$ cat config.mk
export PLATFORM = sky130hd
export DESIGN_NAME = teq_cmd_fifo
export DESIGN_NICKNAME = d
export VERILOG_FILES = /design/src/rtl/core/teq_pkg.sv /design/src/rtl/core/teq_cmd_fifo.sv
export SDC_FILE = /design/constraint.sdc
export NUM_CORES = 1
export LEC_CHECK = 0
export ABC_AREA = 1
export BUFFER_PORTS_ARGS = -buffer_cell sky130_fd_sc_hd__buf_4
export CAP_MARGIN = 20
export CORE_MARGIN = 5
export CORE_UTILIZATION = 45
export CTS_CLUSTER_DIAMETER = 100
export DETAILED_ROUTE_END_ITERATION = 10
export GPL_ROUTABILITY_DRIVEN = 1
export HOLD_SLACK_MARGIN = 0.03
export PLACE_DENSITY = 0.74
export SLEW_MARGIN = 10
export SYNTH_ARGS = -nofsm -noshare
export SYNTH_HDL_FRONTEND = slang
export SYNTH_SLANG_ARGS = --single-unit
export TNS_END_PERCENT = 5
$ cat constraint.sdc
create_clock -name clk -period 3.5 [get_ports clk]
set_input_delay 0.175 -clock clk [delete_from_list [all_inputs] [get_ports clk]]
set_output_delay 0.175 -clock clk [all_outputs]
set_load 0.02 [all_outputs]
$ cat src/rtl/core/teq_pkg.sv
// types and constants of the timestamped event queue
package teq_pkg;

  localparam int PTR_W      = 12;
  localparam int NUM_W      = 7;
  localparam int CMDQ_DEPTH = 2;

  localparam int SEC_W   = 23;
  localparam int MICRO_W = 20;
  localparam int REM_W   = 10;

  localparam int                    TICKS_PER_SEC = 1000;
  localparam int                    RECIP_W       = 29;
  localparam logic [RECIP_W-1:0]    SEC_RECIP     = 29'd274877907;
  localparam int                    SEC_SHIFT     = 38;

  typedef enum logic [1:0] {
    OP_PUSH = 2'd0,
    OP_READ = 2'd1,
    OP_POLL = 2'd2
  } opcode_t;

  typedef enum logic [2:0] {
    ST_EVENT    = 3'd0,
    ST_ACCEPTED = 3'd1,
    ST_DROPPED  = 3'd2,
    ST_EMPTY    = 3'd3,
    ST_INVALID  = 3'd4,
    ST_POLL     = 3'd5
  } status_t;

  typedef enum logic {
    CMD_SINGLE = 1'b0,
    CMD_READ   = 1'b1
  } cmd_kind_t;

  typedef enum logic {
    BK_IDLE  = 1'b0,
    BK_DRAIN = 1'b1
  } back_state_t;

  typedef struct packed {
    opcode_t            opcode;
    logic [1:0]         device;
    logic [15:0]        event_type;
    logic [15:0]        event_code;
    logic signed [31:0] event_value;
    logic [31:0]        now_ms;
    logic [4:0]         read_count;
  } in_item_t;

  typedef struct packed {
    status_t              status;
    logic                 pending;
    logic [SEC_W-1:0]     stamp_seconds;
    logic [MICRO_W-1:0]   stamp_micros;
    logic [15:0]          out_type;
    logic [15:0]          out_code;
    logic signed [31:0]   out_value;
    logic                 last;
  } out_item_t;

  typedef struct packed {
    logic [31:0]        stamp;
    logic [15:0]        etype;
    logic [15:0]        ecode;
    logic signed [31:0] value;
  } entry_t;

  typedef struct packed {
    cmd_kind_t        kind;
    status_t          status;
    logic             pending;
    logic [1:0]       device;
    logic [PTR_W-1:0] ptr;
    logic [NUM_W-1:0] num;
    logic             drains;
  } cmd_t;

  typedef struct packed {
    status_t status;
    logic    pending;
    logic    last;
  } side_t;

endpackage

$ cat src/rtl/core/teq_cmd_fifo.sv
// short command queue between the front and back parts
module teq_cmd_fifo (
  input  logic          clk,
  input  logic          rst_n,
  input  logic          push,
  input  teq_pkg::cmd_t push_data,
  output logic          full,
  input  logic          pop,
  output logic          head_valid,
  output teq_pkg::cmd_t head
);

  localparam int IW = $clog2(teq_pkg::CMDQ_DEPTH);
  localparam int CW = $clog2(teq_pkg::CMDQ_DEPTH + 1);

  teq_pkg::cmd_t slot_r [teq_pkg::CMDQ_DEPTH];
  logic [IW-1:0] wr_r;
  logic [IW-1:0] rd_r;
  logic [CW-1:0] cnt_r;

  assign full       = (cnt_r == CW'(teq_pkg::CMDQ_DEPTH));
  assign head_valid = (cnt_r != '0);
  assign head       = slot_r[rd_r];

  // ring index step, depth need not be a power of two
  function automatic logic [IW-1:0] step(input logic [IW-1:0] idx);
    logic [IW-1:0] nxt;
    nxt = (idx == IW'(teq_pkg::CMDQ_DEPTH - 1)) ? '0 : idx + 1'b1;
    return nxt;
  endfunction

  always_ff @(posedge clk) begin
    if (push && !full) begin
      slot_r[wr_r] <= push_data;
    end
  end

  always_ff @(posedge clk) begin
    if (!rst_n) begin
      wr_r  <= '0;
      rd_r  <= '0;
      cnt_r <= '0;
    end else begin
      if (push && !full) begin
        wr_r <= step(wr_r);
      end
      if (pop && head_valid) begin
        rd_r <= step(rd_r);
      end
      priority if ((push && !full) && !(pop && head_valid)) begin
        cnt_r <= cnt_r + 1'b1;
      end else if (!(push && !full) && (pop && head_valid)) begin
        cnt_r <= cnt_r - 1'b1;
      end
    end
  end

endmodule

==> results by group <==
Die
  • I/O pins: 60
  • Die Wd: 81.5 µm
  • Core Box Area: 5040 µm²
  • Full die area: 6630 µm²
  • Die height: 81.5 µm
  • Starting density of the core: 45.6%
  • Row cnt: 26

Place
  • Place WS: 1.71 ns
  • Post-DP HPWL: 2890 µm
  • PortBufs: 59
  • Post-DP Area: 2800 µm²
  • Routability congestion estimate: 0.617

Final layout
  • Ant diodes: 0
  • Fraction of layout instances using a drive strength above 1: 46.2%
  • Post-layout nets: 249
  • Multi-input logic area: 499 µm²
  • Register Area: 1720 µm²
  • # fillers: 369
  • Util after Layout: 64.3%
  • P&R area growth vs syn: 41.1%
  • Final instance area: 3240 µm²

Timing
  • Final Setup Violations: 0
  • Final worst slack: 1.54 ns
  • FMAX: 0.511 GHz
  • Hold Violations, Final: 0
  • Least-Margin Pin Slew: 0.827 ns
  • Post-route clock period utilization: 55.9%
  • Final TNS setup: 0 ns
  • Setup Skew: 0.00568 ns
  • RSZ-0062 raised after global routing: false
  • Fin. max-slew vios: 0
  • Slew HR: 44.9%
  • Min cycle time layout: 1.96 ns

Worst setup path
  • Req. time, crit path: 3.32 ns
  • Cell chain of the critical path: mux2_2, buf_4
  • WP buf/inv: 1
  • Critical path type: reg2out
  • CP startpoint kind: flop
  • CP max FO: 27
  • Critical-path top delay cell: dfxtp_2
  • Critical Path Max Stage Delay: 0.87 ns
  • Worst r2r src: cnt_r[1]$_SDFFE_PN0P_
  • Top cell family by delay on the critical path: flip-flops
  • Crit path DAT: 1.78 ns
  • Critical Path Sink Type: output pin

Power
  • Worst vdd ir: 360 µV
  • Pwr Total: 2.18 mW
  • PwrDens: 673 nW/µm²
  • Leak Pwr: 1.30 nW

GRT
  • Grt met3 use: 5.37%
  • First-pass GRT wire length: 6640 µm
  • GRT Residual Overflow: 0
  • Largest net degree at the start of global routing: 28
  • GR peak layer: met2
  • Vias in the first global route: 1399
  • Initial antenna violation count: 0
  • All-layer global routing usage: 14.4%
  • Met2 usage: 25.8%
  • Met1 usage: 15.2%

Routing
  • # DRC: 0
  • Antenna viol nets, final: 0
  • WL per Instance: 15.4 µm
  • Routed vias/inst: 4.56
  • Final WL: 4490 µm
  • Drt pass-1 iters: 4
  • Iter 0 DRT Violations: 42
  • Vias post-DR: 1328

Synthesis
  • Synthesis Warnings: 0
  • Primary FF master, synth: edfxtp_1
  • Async S/R FF share, synth: 0%
  • Flops & latches, synth: 59
  • Leading area contributor after synthesis: edfxtp_1
  • Synth top area share: 70.6%
  • Post-synthesis average cell area: 19.0 µm²
  • Mapped cell area: 2300 µm²
  • Synth top cells by count: edfxtp_1 (54), mux2_4 (20), nor2_1 (9), inv_1 (8)
  • Synth Net Count: 153
  • Synth area leaders: edfxtp_1 (71%), mux2_4 (13%), dfxtp_1 (4.4%), mux2_2 (3.4%), buf_12 (1.7%)
  • Post-synthesis cell type count: 16
  • Post-synth EDFFs: 54
  • Sequential share of the synthesized area: 74.9%
  • Mapped Cells: 121
  • Most numerous cell in the Yosys netlist: edfxtp_1

Clock network
  • Postcts setup bufs: 0
  • Worst skew pair latency: 0.32 ns
  • CTS buffer count: 9
  • CTS Sinks: 59
  • Clock transition at the registers of the reported paths: 0.06 ns
  • Hold-fix buffers, CTS: 20
  • Clock Path Buffers: 2
  • H-tree lvl count: 3
  • CTS Root Cell: clkbuf_8
  • CTS tree: built
  • Count of cells resized by post-cts repair: 0

Hold path
  • Min-delay src: rst_n
  • Worst Hold Class: in2reg

Flow run
  • MaxCap Viol Count: 0

Status
  • Outcome: completed
stage by stage:
stage                     cells  hold slack, ns
after floorplan             121           0.274
after global placement      249           0.360
after detailed placement    249           0.365
after CTS                   284          0.0300
after global routing        291           0.113
final                       291           0.117
sequential cells by signal (all words and copies together) (netlist names), named ones only:
| register | cells |
|---|---|
| slot_r | 54 |
| wr_r | 1 |
| cnt_r | 2 |
| rd_r | 1 |
worst min-delay path, stage by stage:
cell and delay [ns]:
buf_4 0.10, nand2_1 0.06, nor2_1 0.07
metal layers:
layer / part of all wire [%] / routed length (µm)
met1: 37 / 1640
met2: 58 / 2600
met3: 4.1 / 185
met4: 1.2 / 55
met5: 0 / 0
power breakdown:
group / switching [mW] / internal (mW) / leakage [nW] / total, mW
Sequential: 0.0768 / 0.895 / 0.545 / 0.971
Clock: 0.236 / 0.315 / 0.0863 / 0.551
Combinational: 0.325 / 0.333 / 0.665 / 0.657
cell usage in the layout, fill, tap and decap left out, drive strengths merged:
master | Yosys | layout
nand3 | 1 | 1
bufinv | 0 | 1
mux2 | 27 | 27
o21a | 1 | 1
dfxtp | 5 | 5
a21oi | 1 | 1
clkinv | 0 | 4
ha | 1 | 1
clkbuf | 0 | 10
dlygate4sd3 | 0 | 27
buf | 3 | 61
nand2 | 7 | 7
nand4 | 1 | 1
edfxtp | 54 | 54
inv | 8 | 8
o21ai | 3 | 3
nor2 | 9 | 9
path summary, 6_finish.rpt:
path | end | cells past startpoint | slack, ns
setup / recovery | head[26] | 2 | 1.54
hold / removal | cnt_r[1]$_SDFFE_PN0P_ | 3 | 0.12
setup reg to reg | slot_r[0][18]$_DFFE_PP_ | 4 | 1.74
hold reg to reg | rd_r$_SDFFE_PN0P_ | 2 | 0.50
layout make-up:
class                   instances  share of cell area (%)
clock buffers                  10                    3.94
clock inverters                 5                    1.39
flip-flops and latches         59                    53.2
repair buffers                 88                    22.5
well taps                      70                    2.70
multi-input cells              51                    15.4
inverters                       8                   0.927
cells by family (layout without fill, tap and decap cells):
group / Yosys count / count (layout) / share of synthesized area, %
compound gates: 5 / 5 / 1.36
fa+ha+maj: 1 / 1 / 0.545
buf+inv: 11 / 111 / 3.54
flops: 59 / 59 / 74.9
mux: 27 / 27 / 16.5
simple gates: 18 / 18 / 3.10
No activity file was read; power rests on OpenSTA's default activity.
