==> src/rtl/core/teq_pkg.sv <==
// types and constants of the timestamped event queue
package teq_pkg;

  localparam int PTR_W      = 12;
  localparam int NUM_W      = 7;
  localparam int CMDQ_DEPTH = 2;

  localparam int SEC_W   = 23;
  localparam int MICRO_W = 20;
  localparam int REM_W   = 10;

  localparam int                    TICKS_PER_SEC = 1000;
  localparam int                    RECIP_W       = 29;
  localparam logic [RECIP_W-1:0]    SEC_RECIP     = 29'd274877907;
  localparam int                    SEC_SHIFT     = 38;

  typedef enum logic [1:0] {
    OP_PUSH = 2'd0,
    OP_READ = 2'd1,
    OP_POLL = 2'd2
  } opcode_t;

  typedef enum logic [2:0] {
    ST_EVENT    = 3'd0,
    ST_ACCEPTED = 3'd1,
    ST_DROPPED  = 3'd2,
    ST_EMPTY    = 3'd3,
    ST_INVALID  = 3'd4,
    ST_POLL     = 3'd5
  } status_t;

  typedef enum logic {
    CMD_SINGLE = 1'b0,
    CMD_READ   = 1'b1
  } cmd_kind_t;

  typedef enum logic {
    BK_IDLE  = 1'b0,
    BK_DRAIN = 1'b1
  } back_state_t;

  typedef struct packed {
    opcode_t            opcode;
    logic [1:0]         device;
    logic [15:0]        event_type;
    logic [15:0]        event_code;
    logic signed [31:0] event_value;
    logic [31:0]        now_ms;
    logic [4:0]         read_count;
  } in_item_t;

  typedef struct packed {
    status_t              status;
    logic                 pending;
    logic [SEC_W-1:0]     stamp_seconds;
    logic [MICRO_W-1:0]   stamp_micros;
    logic [15:0]          out_type;
    logic [15:0]          out_code;
    logic signed [31:0]   out_value;
    logic                 last;
  } out_item_t;

  typedef struct packed {
    logic [31:0]        stamp;
    logic [15:0]        etype;
    logic [15:0]        ecode;
    logic signed [31:0] value;
  } entry_t;

  typedef struct packed {
    cmd_kind_t        kind;
    status_t          status;
    logic             pending;
    logic [1:0]       device;
    logic [PTR_W-1:0] ptr;
    logic [NUM_W-1:0] num;
    logic             drains;
  } cmd_t;

  typedef struct packed {
    status_t status;
    logic    pending;
    logic    last;
  } side_t;

endpackage

==> src/rtl/core/teq_front.sv <==
// front part: classifies requests, keeps the queue pointers, writes pushed events
module teq_front #(
  parameter int QUEUE_DEPTH  = 128,
  parameter int DEVICE_COUNT = 2,
  parameter int MAX_READ     = 16,
  localparam int AW = $clog2(DEVICE_COUNT * QUEUE_DEPTH)
) (
  input  logic              clk,
  input  logic              rst_n,
  input  logic              in_valid,
  output logic              in_ready,
  input  teq_pkg::in_item_t in_data,
  output logic              cmd_push,
  output teq_pkg::cmd_t     cmd_data,
  input  logic              cmd_full,
  input  logic              read_done,
  output logic              ram_we,
  output logic [AW-1:0]     ram_waddr,
  output teq_pkg::entry_t   ram_wdata
);

  localparam int PW  = $clog2(QUEUE_DEPTH);
  localparam int DW  = (DEVICE_COUNT > 1) ? $clog2(DEVICE_COUNT) : 1;
  localparam int CW  = $clog2(MAX_READ + 1);
  localparam int MW0 = (PW > CW) ? PW : CW;
  localparam int MW  = ((MW0 > 5) ? MW0 : 5) + 1;
  localparam int OW  = $clog2(teq_pkg::CMDQ_DEPTH + 2);

  logic [PW-1:0] wp_r [DEVICE_COUNT];
  logic [PW-1:0] rp_r [DEVICE_COUNT];
  logic [OW-1:0] outst_r;
  logic [OW-1:0] outst_nxt;

  logic          accept;
  logic          dev_ok;
  logic [DW-1:0] dev_idx;
  logic [PW-1:0] wp;
  logic [PW-1:0] rp;
  logic [PW-1:0] wp_step;
  logic          full;
  logic          empty;
  logic [MW-1:0] occ;
  logic [MW-1:0] sat;
  logic [MW-1:0] rd_num;
  logic          rd_drains;
  logic [MW-1:0] rp_sum;
  logic [PW-1:0] rp_adv;
  logic          write_ok;
  logic          read_go;

  // pushes wait while a drain still has reads to issue, so no slot is reused early
  assign in_ready = !cmd_full &&
                    !((outst_r != '0) && (in_data.opcode == teq_pkg::OP_PUSH));
  assign accept   = in_valid && in_ready;
  assign cmd_push = accept;

  always_comb begin
    dev_ok  = ({1'b0, in_data.device} < 3'(DEVICE_COUNT));
    dev_idx = dev_ok ? in_data.device[DW-1:0] : '0;
    wp      = wp_r[dev_idx];
    rp      = rp_r[dev_idx];
    wp_step = (wp == PW'(QUEUE_DEPTH - 1)) ? '0 : wp + 1'b1;
    full    = (wp_step == rp);
    empty   = (wp == rp);

    if (wp >= rp) begin
      occ = MW'(wp) - MW'(rp);
    end else begin
      occ = MW'(wp) + MW'(QUEUE_DEPTH) - MW'(rp);
    end
    sat       = (MW'(in_data.read_count) > MW'(MAX_READ)) ? MW'(MAX_READ)
                                                         : MW'(in_data.read_count);
    rd_num    = (sat < occ) ? sat : occ;
    rd_drains = (rd_num == occ);
    rp_sum    = MW'(rp) + rd_num;
    rp_adv    = (rp_sum >= MW'(QUEUE_DEPTH)) ? PW'(rp_sum - MW'(QUEUE_DEPTH)) : PW'(rp_sum);

    cmd_data         = '0;
    cmd_data.kind    = teq_pkg::CMD_SINGLE;
    cmd_data.status  = teq_pkg::ST_INVALID;
    cmd_data.pending = 1'b0;
    cmd_data.device  = in_data.device;
    cmd_data.ptr     = teq_pkg::PTR_W'(rp);
    cmd_data.num     = teq_pkg::NUM_W'(rd_num);
    cmd_data.drains  = rd_drains;
    write_ok         = 1'b0;
    read_go          = 1'b0;

    if (dev_ok) begin
      unique case (in_data.opcode)
        teq_pkg::OP_PUSH: begin
          cmd_data.pending = 1'b1;
          if (full) begin
            cmd_data.status = teq_pkg::ST_DROPPED;
          end else begin
            cmd_data.status = teq_pkg::ST_ACCEPTED;
            write_ok        = 1'b1;
          end
        end
        teq_pkg::OP_POLL: begin
          cmd_data.status  = teq_pkg::ST_POLL;
          cmd_data.pending = !empty;
        end
        teq_pkg::OP_READ: begin
          priority if (in_data.read_count == '0) begin
            cmd_data.status = teq_pkg::ST_INVALID;
          end else if (empty) begin
            cmd_data.status = teq_pkg::ST_EMPTY;
          end else begin
            cmd_data.kind    = teq_pkg::CMD_READ;
            cmd_data.status  = teq_pkg::ST_EVENT;
            cmd_data.pending = 1'b1;
            read_go          = 1'b1;
          end
        end
        default: begin
          cmd_data.status = teq_pkg::ST_INVALID;
        end
      endcase
    end

    outst_nxt = outst_r;
    if ((accept && read_go) && !read_done) begin
      outst_nxt = outst_r + 1'b1;
    end else if (!(accept && read_go) && read_done) begin
      outst_nxt = outst_r - 1'b1;
    end
  end

  assign ram_we          = accept && write_ok;
  assign ram_waddr       = AW'(32'(dev_idx) * 32'(QUEUE_DEPTH) + 32'(wp));
  assign ram_wdata.stamp = in_data.now_ms;
  assign ram_wdata.etype = in_data.event_type;
  assign ram_wdata.ecode = in_data.event_code;
  assign ram_wdata.value = in_data.event_value;

  always_ff @(posedge clk) begin
    if (!rst_n) begin
      for (int d = 0; d < DEVICE_COUNT; d++) begin
        wp_r[d] <= '0;
        rp_r[d] <= '0;
      end
      outst_r <= '0;
    end else begin
      if (accept && write_ok) begin
        wp_r[dev_idx] <= wp_step;
      end
      if (accept && read_go) begin
        rp_r[dev_idx] <= rp_adv;
      end
      outst_r <= outst_nxt;
    end
  end

endmodule

==> config.mk <==
export PLATFORM = sky130hd
export DESIGN_NAME = teq_front
export DESIGN_NICKNAME = d
export VERILOG_FILES = /design/src/rtl/core/teq_pkg.sv /design/src/rtl/core/teq_front.sv
export SDC_FILE = /design/constraint.sdc
export NUM_CORES = 1
export LEC_CHECK = 0
export BUFFER_PORTS_ARGS = -buffer_cell sky130_fd_sc_hd__buf_4
export CAP_MARGIN = 40
export CORE_AREA = 2 2 94 96
export CTS_CLUSTER_DIAMETER = 30
export DETAILED_ROUTE_END_ITERATION = 10
export DIE_AREA = 0 0 96 98
export PLACE_DENSITY = 0.81
export SYNTH_ARGS = -nofsm -noshare
export SYNTH_HDL_FRONTEND = slang
export SYNTH_SLANG_ARGS = --single-unit
export TNS_END_PERCENT = 30
==> constraint.sdc <==
create_clock -name clk -period 6.3 [get_ports clk]
set_input_delay 0.63 -clock clk [delete_from_list [all_inputs] [get_ports clk]]
set_output_delay 0.63 -clock clk [all_outputs]
set_load 0.01 [all_outputs]
==> out/results.ini <==
[run_status]
outcome=completed

[route]
wl_per_cell_microns=16.4
routed_wl_mm=7.51
drt_iter0_markers=116
dr_total_vias=2484
drt-pass1-iter-count=5
drc=0
ant_nets=0
viasPerCell=5.44

[clock_tree]
cts_tree=done
cts_resized=0
clk_latency_ns=0.29
cts.path.max_buffers=2
cts_buffers=5
cts_max_level=2
clk_pin_slew_ns=0.07
post_cts_buffers=0
clockRootBuffer=clkbuf_8
cts_hold_buf=0
cts.sinks=30

[worst_setup_path]
r2r_cells=21
path_max_fanout=20
max_stage_delay_ns=0.48
slowest_stage=fa_1
critPathLaunch=in_data[102]
critPathRequiredTime_ns=6.41
endpoint_kind=flop
cp_common_cell=ha_1
regToRegStartpoint=wp_r[0][1]
critPathKind=in2reg
reg2reg_slack_ns=1.12
reg2reg_to=rp_r[1][6]
critPathLaunchType=input pin
worstPathArrival_ns=5.84
cp-endpoint=rp_r[1][6]

[power_and_ir_drop]
switchingPower_uw=206
seqPwrFrac=0.362
total_power_uw=639
peakVddDrop_mv=0.0786
swShare=0.322
power.density_nw_per_um2=198
combPwrFrac=0.332
clockPowerShare=0.306
p_int_uw=433
leakage_uw=0.00144

[synth]
syn_avg_cell_area_sq_um=8.58
synth_area_leader_cell=edfxtp_1
netlist_area_sq_um=3480
async_reset_ff_frac=0
synthCells=406
synth_cell_types=62
synthTopCellsByArea=edfxtp_1, buf_4, ha_1
ys_warn_count=0
synthFlopType=edfxtp_1
synth_top_area_frac=0.241
ys_ff_latch=30
synth_edf_count=28
ys_seq_area_frac=0.253

[place]
post_dp_cell_area_sq_um=3120
hpwl_mm=6.05
gp_congestion=0.923
io_buffers=44

[layout]
diodes=0
area_delta_synth_final_pct=-7.11
fin_util=0.382
design_area_sq_um=3240
fillCellCount=816
layout-drive-gt1-share=0.201
nets=475

[global_route]
grt_antenna_before_repair=0
grt_pass1_wl_mm=11.9
grt_max_degree=21
grt_overflow=0
grt_usage=0.162
grt_pass1_vias=2499

[timing]
setup_viol_count_final=0
slew_viol_final=0
fmax_mhz=175
whs_ns=0.506
skew_ns=0.00349
hold_viol=0
finalSetupTns_ns=0
worst_pin_slew_ns=0.852
rsz0062_at_grt=no
fin_crit_sh=0.908
slew_headroom=0.424
min_period_ns=5.72

[floorplanning]
dieHeight_microns=98
pin_count=244
core_area_sq_um=8470
fp-row-count=34
dieWidth_microns=96
initial_core_util=0.412
die-area_sq_um=9410

[run]
cap_violations=0

[worst_hold_path]
hp-start=outst_r[1]
min_path_type=reg2reg

## kinds of logic (layout without fill, tap and decap cells)
logic type | count (synthesis) | in the layout | synth area share
muxes | 13 | 13 | 0.0388
adders and majority gates | 17 | 17 | 0.0632
buffers and inverters | 142 | 78 | 0.273
AOI/OAI and AO/OA | 56 | 56 | 0.113
DFF | 30 | 30 | 0.253
xor gates and xnor gates | 28 | 28 | 0.0743
and+or+nand+nor | 119 | 119 | 0.184
other | 1 | 8 | 0.00108
## metrics by stage
step / setup WS [ns] / cells
3_5_place_dp: 0.351 / 449
3_3_place_gp: 0.700 / 449
4_1_cts: 0.641 / 457
5_1_grt: 0.213 / 457
2_1_floorplan: 0.783 / 413
6_report: 0.577 / 457
## worst min path at each step
stage,end,slack [ns],cells past startpoint
3_5_place_dp,outst_r[1],0.49,2
6_report,outst_r[1],0.51,2
3_3_place_gp,outst_r[1],0.48,2
5_1_grt,outst_r[1],0.53,2
2_1_floorplan,outst_r[1],0.46,2
4_1_cts,outst_r[1],0.50,2
## cell usage in the layout (no fill, tap or decap), drive strengths merged, types with 2 or more instances in the layout
| master | Yosys | final |
|---|---|---|
| a211oi | 3 | 3 |
| a21o | 7 | 7 |
| a21oi | 11 | 11 |
| a31oi | 5 | 5 |
| and2 | 2 | 2 |
| buf | 110 | 44 |
| clkbuf | 6 | 5 |
| clkinvlp | 0 | 2 |
| conb | 1 | 8 |
| dfxtp | 2 | 2 |
| edfxtp | 28 | 28 |
| ha | 16 | 16 |
| inv | 26 | 26 |
| mux2i | 12 | 12 |
| nand2 | 23 | 23 |
| nand2b | 9 | 9 |
| nand3 | 9 | 9 |
| nand4 | 2 | 2 |
| nor2 | 38 | 38 |
| nor2b | 5 | 5 |
| nor3 | 12 | 12 |
| nor3b | 2 | 2 |
| nor4 | 4 | 4 |
| nor4b | 2 | 2 |
| o211ai | 2 | 2 |
| o21a | 6 | 6 |
| o21ai | 10 | 10 |
| o22a | 2 | 2 |
| or2 | 3 | 3 |
| or3 | 3 | 3 |
| xnor2 | 21 | 21 |
| xor2 | 6 | 6 |
## flip-flops by register name (all words and copies together), names as in the netlist
register  flops
rp_r         14
wp_r         14
outst_r       2
## power groups by stage
stage	Combinational (uW)	Clock (uW)	Sequential [uW]
after floorplan	218	0	234
after global placement	203	0	235
after detailed placement	210	0	235
after CTS	212	199	231
after global routing	234	210	232
final	212	196	231
## cell type report
type / count / area (sq um) / area share
Clock buffer: 5 / 68.8 / 0.0213
Clock inverter: 3 / 45.0 / 0.0139
Inverter: 26 / 97.6 / 0.0302
Multi-Input combinational cell: 241 / 1680 / 0.519
Sequential cell: 30 / 881 / 0.272
Tap cell: 108 / 135 / 0.0417
Timing Repair Buffer: 44 / 330 / 0.102
## Yosys cell counts, types with 2 or more instances
library cell	instances
buf_4	108
nor2_1	38
edfxtp_1	28
inv_1	25
nand2_1	22
xnor2_1	21
ha_1	16
nor3_1	12
mux2i_1	11
a21oi_1	10
o21ai_0	9
nand2b_1	8
a21o_1	7
nand3_1	7
clkbuf_1	6
o21a_1	6
xor2_1	6
a31oi_1	5
nor2b_1	5
a211oi_1	3
nor4_1	3
and2_1	2
dfxtp_1	2
nand3_2	2
nand4_1	2
nor3b_1	2
o211ai_1	2
o22a_1	2
or2_2	2
or3_4	2
## critical path, delay by kind of cell
family | cells | cell delay, ns
AO/OA/AOI/OAI | 8 | 1.79
adder cells (fa/ha/maj) | 5 | 1.36
AND/OR/NAND/NOR | 6 | 1.15
buffers and inverters | 5 | 0.72
XOR/XNOR | 1 | 0.17
## routing by layer
layer | vias up | GRT usage | part of all wire | routed length, microns
li1 | 1143 | - | - | -
met1 | 1185 | 0.179 | 0.40 | 3000
met2 | 119 | 0.264 | 0.47 | 3520
met3 | 37 | 0.0656 | 0.089 | 672
met4 | 0 | 0.0791 | 0.043 | 323
met5 | - | 0 | 0 | 0
Power figures use the tool's default switching activity.
