$ cat src/rtl/core/teq_pkg.sv
// types and constants of the timestamped event queue
package teq_pkg;

  localparam int PTR_W      = 12;
  localparam int NUM_W      = 7;
  localparam int CMDQ_DEPTH = 2;

  localparam int SEC_W   = 23;
  localparam int MICRO_W = 20;
  localparam int REM_W   = 10;

  localparam int                    TICKS_PER_SEC = 1000;
  localparam int                    RECIP_W       = 29;
  localparam logic [RECIP_W-1:0]    SEC_RECIP     = 29'd274877907;
  localparam int                    SEC_SHIFT     = 38;

  typedef enum logic [1:0] {
    OP_PUSH = 2'd0,
    OP_READ = 2'd1,
    OP_POLL = 2'd2
  } opcode_t;

  typedef enum logic [2:0] {
    ST_EVENT    = 3'd0,
    ST_ACCEPTED = 3'd1,
    ST_DROPPED  = 3'd2,
    ST_EMPTY    = 3'd3,
    ST_INVALID  = 3'd4,
    ST_POLL     = 3'd5
  } status_t;

  typedef enum logic {
    CMD_SINGLE = 1'b0,
    CMD_READ   = 1'b1
  } cmd_kind_t;

  typedef enum logic {
    BK_IDLE  = 1'b0,
    BK_DRAIN = 1'b1
  } back_state_t;

  typedef struct packed {
    opcode_t            opcode;
    logic [1:0]         device;
    logic [15:0]        event_type;
    logic [15:0]        event_code;
    logic signed [31:0] event_value;
    logic [31:0]        now_ms;
    logic [4:0]         read_count;
  } in_item_t;

  typedef struct packed {
    status_t              status;
    logic                 pending;
    logic [SEC_W-1:0]     stamp_seconds;
    logic [MICRO_W-1:0]   stamp_micros;
    logic [15:0]          out_type;
    logic [15:0]          out_code;
    logic signed [31:0]   out_value;
    logic                 last;
  } out_item_t;

  typedef struct packed {
    logic [31:0]        stamp;
    logic [15:0]        etype;
    logic [15:0]        ecode;
    logic signed [31:0] value;
  } entry_t;

  typedef struct packed {
    cmd_kind_t        kind;
    status_t          status;
    logic             pending;
    logic [1:0]       device;
    logic [PTR_W-1:0] ptr;
    logic [NUM_W-1:0] num;
    logic             drains;
  } cmd_t;

  typedef struct packed {
    status_t status;
    logic    pending;
    logic    last;
  } side_t;

endpackage

$ cat src/rtl/core/teq_back.sv
// back part: drains commands, reads stored events, converts stamps, holds the result
module teq_back #(
  parameter int QUEUE_DEPTH  = 128,
  parameter int DEVICE_COUNT = 2,
  localparam int AW = $clog2(DEVICE_COUNT * QUEUE_DEPTH)
) (
  input  logic               clk,
  input  logic               rst_n,
  input  logic               head_valid,
  input  teq_pkg::cmd_t      head,
  output logic               pop,
  output logic               read_done,
  output logic               ram_re,
  output logic [AW-1:0]      ram_raddr,
  input  teq_pkg::entry_t    ram_rdata,
  output logic               out_valid,
  input  logic               out_ready,
  output teq_pkg::out_item_t out_data
);

  localparam int PW     = $clog2(QUEUE_DEPTH);
  localparam int PROD_W = 32 + teq_pkg::RECIP_W;

  teq_pkg::back_state_t state_r, state_nxt;
  logic [PW-1:0]             ptr_r, ptr_nxt;
  logic [1:0]                dev_r, dev_nxt;
  logic [teq_pkg::NUM_W-1:0] left_r, left_nxt;
  logic                      drains_r, drains_nxt;

  logic          adv;
  logic          iss_valid;
  teq_pkg::side_t iss_side;
  logic [PW-1:0] rd_ptr;
  logic [1:0]    rd_dev;
  logic [PW-1:0] ptr_step;

  logic                       s1_valid_r;
  teq_pkg::side_t             s1_side_r;
  logic                       s2_valid_r;
  teq_pkg::side_t             s2_side_r;
  logic [teq_pkg::SEC_W-1:0]  s2_q_r;
  logic [31:0]                s2_tick_r;
  logic [15:0]                s2_type_r;
  logic [15:0]                s2_code_r;
  logic signed [31:0]         s2_value_r;
  logic                       s3_valid_r;
  teq_pkg::side_t             s3_side_r;
  logic [teq_pkg::SEC_W-1:0]  s3_q_r;
  logic [teq_pkg::REM_W-1:0]  s3_rem_r;
  logic [15:0]                s3_type_r;
  logic [15:0]                s3_code_r;
  logic signed [31:0]         s3_value_r;
  logic                       out_valid_r;
  teq_pkg::out_item_t         out_data_r;

  logic [PROD_W-1:0] prod;
  logic [31:0]       rem_full;
  logic              is_event;

  // whole pipe moves together unless the held result is refused
  assign adv = !out_valid_r || out_ready;

  assign rd_ptr   = (state_r == teq_pkg::BK_IDLE) ? head.ptr[PW-1:0] : ptr_r;
  assign rd_dev   = (state_r == teq_pkg::BK_IDLE) ? head.device : dev_r;
  assign ptr_step = (rd_ptr == PW'(QUEUE_DEPTH - 1)) ? '0 : rd_ptr + 1'b1;
  assign ram_raddr = AW'(32'(rd_dev) * 32'(QUEUE_DEPTH) + 32'(rd_ptr));

  always_ff @(posedge clk) begin
    if (!rst_n) begin
      state_r  <= teq_pkg::BK_IDLE;
      ptr_r    <= '0;
      dev_r    <= '0;
      left_r   <= '0;
      drains_r <= 1'b0;
    end else begin
      state_r  <= state_nxt;
      ptr_r    <= ptr_nxt;
      dev_r    <= dev_nxt;
      left_r   <= left_nxt;
      drains_r <= drains_nxt;
    end
  end

  always_comb begin
    state_nxt        = state_r;
    ptr_nxt          = ptr_r;
    dev_nxt          = dev_r;
    left_nxt         = left_r;
    drains_nxt       = drains_r;
    pop              = 1'b0;
    read_done        = 1'b0;
    ram_re           = 1'b0;
    iss_valid        = 1'b0;
    iss_side.status  = teq_pkg::ST_EVENT;
    iss_side.pending = 1'b0;
    iss_side.last    = 1'b1;

    unique case (state_r)
      teq_pkg::BK_IDLE: begin
        if (adv && head_valid) begin
          pop       = 1'b1;
          iss_valid = 1'b1;
          if (head.kind == teq_pkg::CMD_SINGLE) begin
            iss_side.status  = head.status;
            iss_side.pending = head.pending;
            iss_side.last    = 1'b1;
          end else begin
            ram_re           = 1'b1;
            iss_side.status  = teq_pkg::ST_EVENT;
            iss_side.last    = (head.num == teq_pkg::NUM_W'(1));
            iss_side.pending = !(iss_side.last && head.drains);
            if (iss_side.last) begin
              read_done = 1'b1;
            end else begin
              state_nxt  = teq_pkg::BK_DRAIN;
              ptr_nxt    = ptr_step;
              dev_nxt    = head.device;
              left_nxt   = head.num - 1'b1;
              drains_nxt = head.drains;
            end
          end
        end
      end
      teq_pkg::BK_DRAIN: begin
        if (adv) begin
          iss_valid        = 1'b1;
          ram_re           = 1'b1;
          iss_side.status  = teq_pkg::ST_EVENT;
          iss_side.last    = (left_r == teq_pkg::NUM_W'(1));
          iss_side.pending = !(iss_side.last && drains_r);
          ptr_nxt          = ptr_step;
          left_nxt         = left_r - 1'b1;
          if (iss_side.last) begin
            read_done = 1'b1;
            state_nxt = teq_pkg::BK_IDLE;
          end
        end
      end
      default: begin
        state_nxt = teq_pkg::BK_IDLE;
      end
    endcase
  end

  // seconds by reciprocal multiply, exact for every 32-bit tick
  assign prod     = PROD_W'(ram_rdata.stamp) * PROD_W'(teq_pkg::SEC_RECIP);
  assign rem_full = s2_tick_r - 32'(s2_q_r) * 32'(teq_pkg::TICKS_PER_SEC);
  assign is_event = (s3_side_r.status == teq_pkg::ST_EVENT);

  always_ff @(posedge clk) begin
    if (!rst_n) begin
      s1_valid_r  <= 1'b0;
      s2_valid_r  <= 1'b0;
      s3_valid_r  <= 1'b0;
      out_valid_r <= 1'b0;
    end else if (adv) begin
      s1_valid_r  <= iss_valid;
      s2_valid_r  <= s1_valid_r;
      s3_valid_r  <= s2_valid_r;
      out_valid_r <= s3_valid_r;
    end
  end

  always_ff @(posedge clk) begin
    if (adv) begin
      s1_side_r  <= iss_side;
      s2_side_r  <= s1_side_r;
      s2_q_r     <= prod[teq_pkg::SEC_SHIFT +: teq_pkg::SEC_W];
      s2_tick_r  <= ram_rdata.stamp;
      s2_type_r  <= ram_rdata.etype;
      s2_code_r  <= ram_rdata.ecode;
      s2_value_r <= ram_rdata.value;
      s3_side_r  <= s2_side_r;
      s3_q_r     <= s2_q_r;
      s3_rem_r   <= rem_full[teq_pkg::REM_W-1:0];
      s3_type_r  <= s2_type_r;
      s3_code_r  <= s2_code_r;
      s3_value_r <= s2_value_r;

      out_data_r.status        <= s3_side_r.status;
      out_data_r.pending       <= s3_side_r.pending;
      out_data_r.last          <= s3_side_r.last;
      out_data_r.stamp_seconds <= is_event ? s3_q_r : '0;
      out_data_r.stamp_micros  <= is_event ?
          teq_pkg::MICRO_W'(teq_pkg::MICRO_W'(s3_rem_r) *
                            teq_pkg::MICRO_W'(teq_pkg::TICKS_PER_SEC)) : '0;
      out_data_r.out_type      <= is_event ? s3_type_r : '0;
      out_data_r.out_code      <= is_event ? s3_code_r : '0;
      out_data_r.out_value     <= is_event ? s3_value_r : '0;
    end
  end

  assign out_valid = out_valid_r;
  assign out_data  = out_data_r;

endmodule

$ cat config.mk
export PLATFORM = sky130hd
export DESIGN_NAME = teq_back
export DESIGN_NICKNAME = d
export VERILOG_FILES = /design/src/rtl/core/teq_pkg.sv /design/src/rtl/core/teq_back.sv
export SDC_FILE = /design/constraint.sdc
export NUM_CORES = 2
export LEC_CHECK = 0
export ABC_AREA = 1
export BUFFER_PORTS_ARGS = -buffer_cell sky130_fd_sc_hd__buf_2
export CORE_AREA = 4 4 243 245
export CTS_BUF_LIST = sky130_fd_sc_hd__clkbuf_8
export CTS_CLUSTER_SIZE = 25
export DETAILED_ROUTE_END_ITERATION = 6
export DIE_AREA = 0 0 247 249
export HOLD_SLACK_MARGIN = 0.12
export PLACE_DENSITY = 0.74
export SLEW_MARGIN = 20
export SYNTH_ARGS = -nofsm -noshare
export SYNTH_HDL_FRONTEND = slang
export SYNTH_SLANG_ARGS = --single-unit
export TNS_END_PERCENT = 20
$ cat constraint.sdc
create_clock -name clk -period 7.7 [get_ports clk]
set_clock_uncertainty 0.2 [all_clocks]
set_input_delay 1.54 -clock clk [delete_from_list [all_inputs] [get_ports clk]]
set_output_delay 1.54 -clock clk [all_outputs]
set_load 0.005 [all_outputs]
==> flow_metrics.tcl <==
set metrics [dict create \
    grt.total_usage 0.229 \
    drtIter0Drc 1110 \
    start_kind "primary input" \
    grt_max_degree 104 \
    hold_viol 0 \
    postCtsHoldBufs 0 \
    layout_common_cells "inv_1 (998), nand2_1 (617), ha_1 (452), fa_1 (332), edfxtp_1 (318)" \
    place_hpwl_microns 57800 \
    grt.overflow.total 0 \
    avgRoutedWirePerCell_microns 15.5 \
    design.portCount 251 \
    min_path_type "reg -> reg" \
    synth_seq_area_share 0.322 \
    worst-path-max-fanout 5 \
    antenna_found_initial 2 \
    dp_cells 4299 \
    netlist_area_sq_um 31000 \
    final_common_cell "inv_1" \
    hold_slack_ns 0.191 \
    synth_top_area_cell "edfxtp_1" \
    critPathCaptureType "flip-flop" \
    via_per_inst 4.86 \
    ys_warn_count 0 \
    clk_pin_slew_ns 0.06 \
    drc 0 \
    num_rows 88 \
    post-route-period-util 0.916 \
    numCtsBuffers 53 \
    start_util 0.542 \
    design.core.area_sq_um 57100 \
    grt_pass1_wl_microns 111000 \
    rr_worst_depth 16 \
    synth_edf_count 318 \
    yosys-top-cells-area "edfxtp_1 (31%), fa_1 (21%), ha_1 (18%)" \
    die_h_microns 249 \
    setup_violations 0 \
    drv_cap 0 \
    synth-main-ff-cell "edfxtp_1" \
    timing.final.crit_period_ns 7.05 \
    clock_latency_ns 0.63 \
    vias 21380 \
    cts_tree "done" \
    cts_setup_buffers 0 \
    ys_seq_elements 339 \
    slew_viol_final 0 \
    arrival_ns 7.20 \
    rsz0062_at_grt "false" \
    status "completed" \
    io_buffer_count 241 \
    max_freq_ghz 0.142 \
    gp_congestion 0.953 \
    drive_above_1_share 0.108 \
    fp.dieW_microns 247 \
    drtPass1Iterations 5 \
    worst_pin_slew_ns 0.972 \
    die_area_sq_um 61500 \
    clock-sinks 339 \
    async_reset_ff_frac 0 \
    required_ns 7.85 \
    slew_headroom 0.352 \
    nNetsFinal 4500 \
    synthDistinctLibCells 44 \
    syn_inst 3261 \
    holdPathStages 0 \
    cts-root-buf "clkbuf_8" \
    areaGrowthSynthToFinish_pct 11.1 \
    synth.top_cell.area_share 0.308 \
    ant_nets 0 \
    ctsHtreeMaxLevel 2 \
    finalNonFillerCells 4399 \
    grt_pass1_vias 22207 \
    cts_resized 0 \
    path_class "in -> reg" \
    clockBufferDepth 3 \
    setup_tns_ns 0 \
    drt_wl_total_microns 68200 \
    post-route-util 0.603 \
    synth_area_per_cell_sq_um 9.51 \
]
==> cells in the mapped netlist, drive strengths merged, types with 3 or more instances <==
cell      n
a21o      4
a21oi    74
buf      11
clkbuf    8
dfxtp    21
edfxtp  318
fa      332
ha      452
inv     980
nand2   625
nand3    76
nand4    22
nor2    228
nor3     22
o211ai    3
o21a      5
o21ai    37
o21bai    3
or2       4
xnor2     8
xor2     13
==> kinds of logic after synthesis <==
family,Yosys count,synth area share
buffers and inverters,1000,0.123
and+or+nand+nor,983,0.129
adders and majority gates,784,0.397
DFF,339,0.322
AOI/OAI and AO/OA,133,0.0236
xor gates and xnor gates,21,0.00593
other,1,0.000121
==> state kept, by name (all words and copies together) (netlist names), 7 cells and up <==
signal and cells:
ptr_r 7, s2_value_r 32, s2_q_r 23, s3_code_r 16, out_data 109, s3_rem_r 10, left_r 7, s2_type_r 16
s3_q_r 23, s2_tick_r 10, s3_value_r 32, s2_code_r 16, s3_type_r 16
==> worst max-delay path, stage by stage <==
cell and delay [ns]:
buf_2 0.16, ha_1 0.35, fa_1 0.40, fa_1 0.49, inv_1 0.05, fa_1 0.48, inv_1 0.05, fa_1 0.50
inv_1 0.05, fa_1 0.54, inv_1 0.05, fa_1 0.48, inv_1 0.05, fa_1 0.47, inv_1 0.07, ha_1 0.33
nand2_1 0.10, nor2_1 0.19, nand2_1 0.12, nor2_1 0.30, and3_1 0.21, nand2_1 0.07, nand3_1 0.08, nand2_1 0.05
==> cell type report <==
| type | count | area (sq um) |
|---|---|---|
| antenna | 3 | 7.51 |
| clock buffer | 53 | 729 |
| inverter | 981 | 3680 |
| fill | 4841 | 22700 |
| tap | 765 | 957 |
| clock inverter | 44 | 287 |
| multi-input combinational | 1924 | 17200 |
| sequential | 339 | 9970 |
| timing repair buffer | 290 | 1570 |
==> metal layers <==
layer,vias up,GRT usage,routed length (microns),part of all wire
met3,185,0.0353,3520,0.052
met2,533,0.390,33400,0.49
met5,-,0,13,0.00019
met4,2,0.0948,3080,0.045
met1,10078,0.291,28200,0.41
li1,10582,-,-,-
==> through the flow <==
stage / cell area (sq um) / worst slack [ns]
after global routing: 34400 / 0.455
final: 34500 / 0.650
after global placement: 33400 / 0.147
after detailed placement: 33400 / 0.0889
after floorplan: 31000 / 0.778
after CTS: 34400 / 0.734
==> worst paths after layout <==
kind	startpoint	end	slack, ns
worst max-delay path	ram_rdata[88]	s2_q_r[21]$_DFFE_PN_	0.65
worst min-delay path	s2_value_r[12]$_DFFE_PN_	s3_value_r[12]$_DFFE_PN_	0.19
worst min register to register	s2_value_r[12]$_DFFE_PN_	s3_value_r[12]$_DFFE_PN_	0.19
worst max register to register	s3_rem_r[3]$_DFFE_PN_	out_data[82]$_SDFFCE_PP0N_	3.36
Power is left out: the tool's default activity adds up to more than one toggle a clock period on the data nets, which glitch-free logic cannot reach.
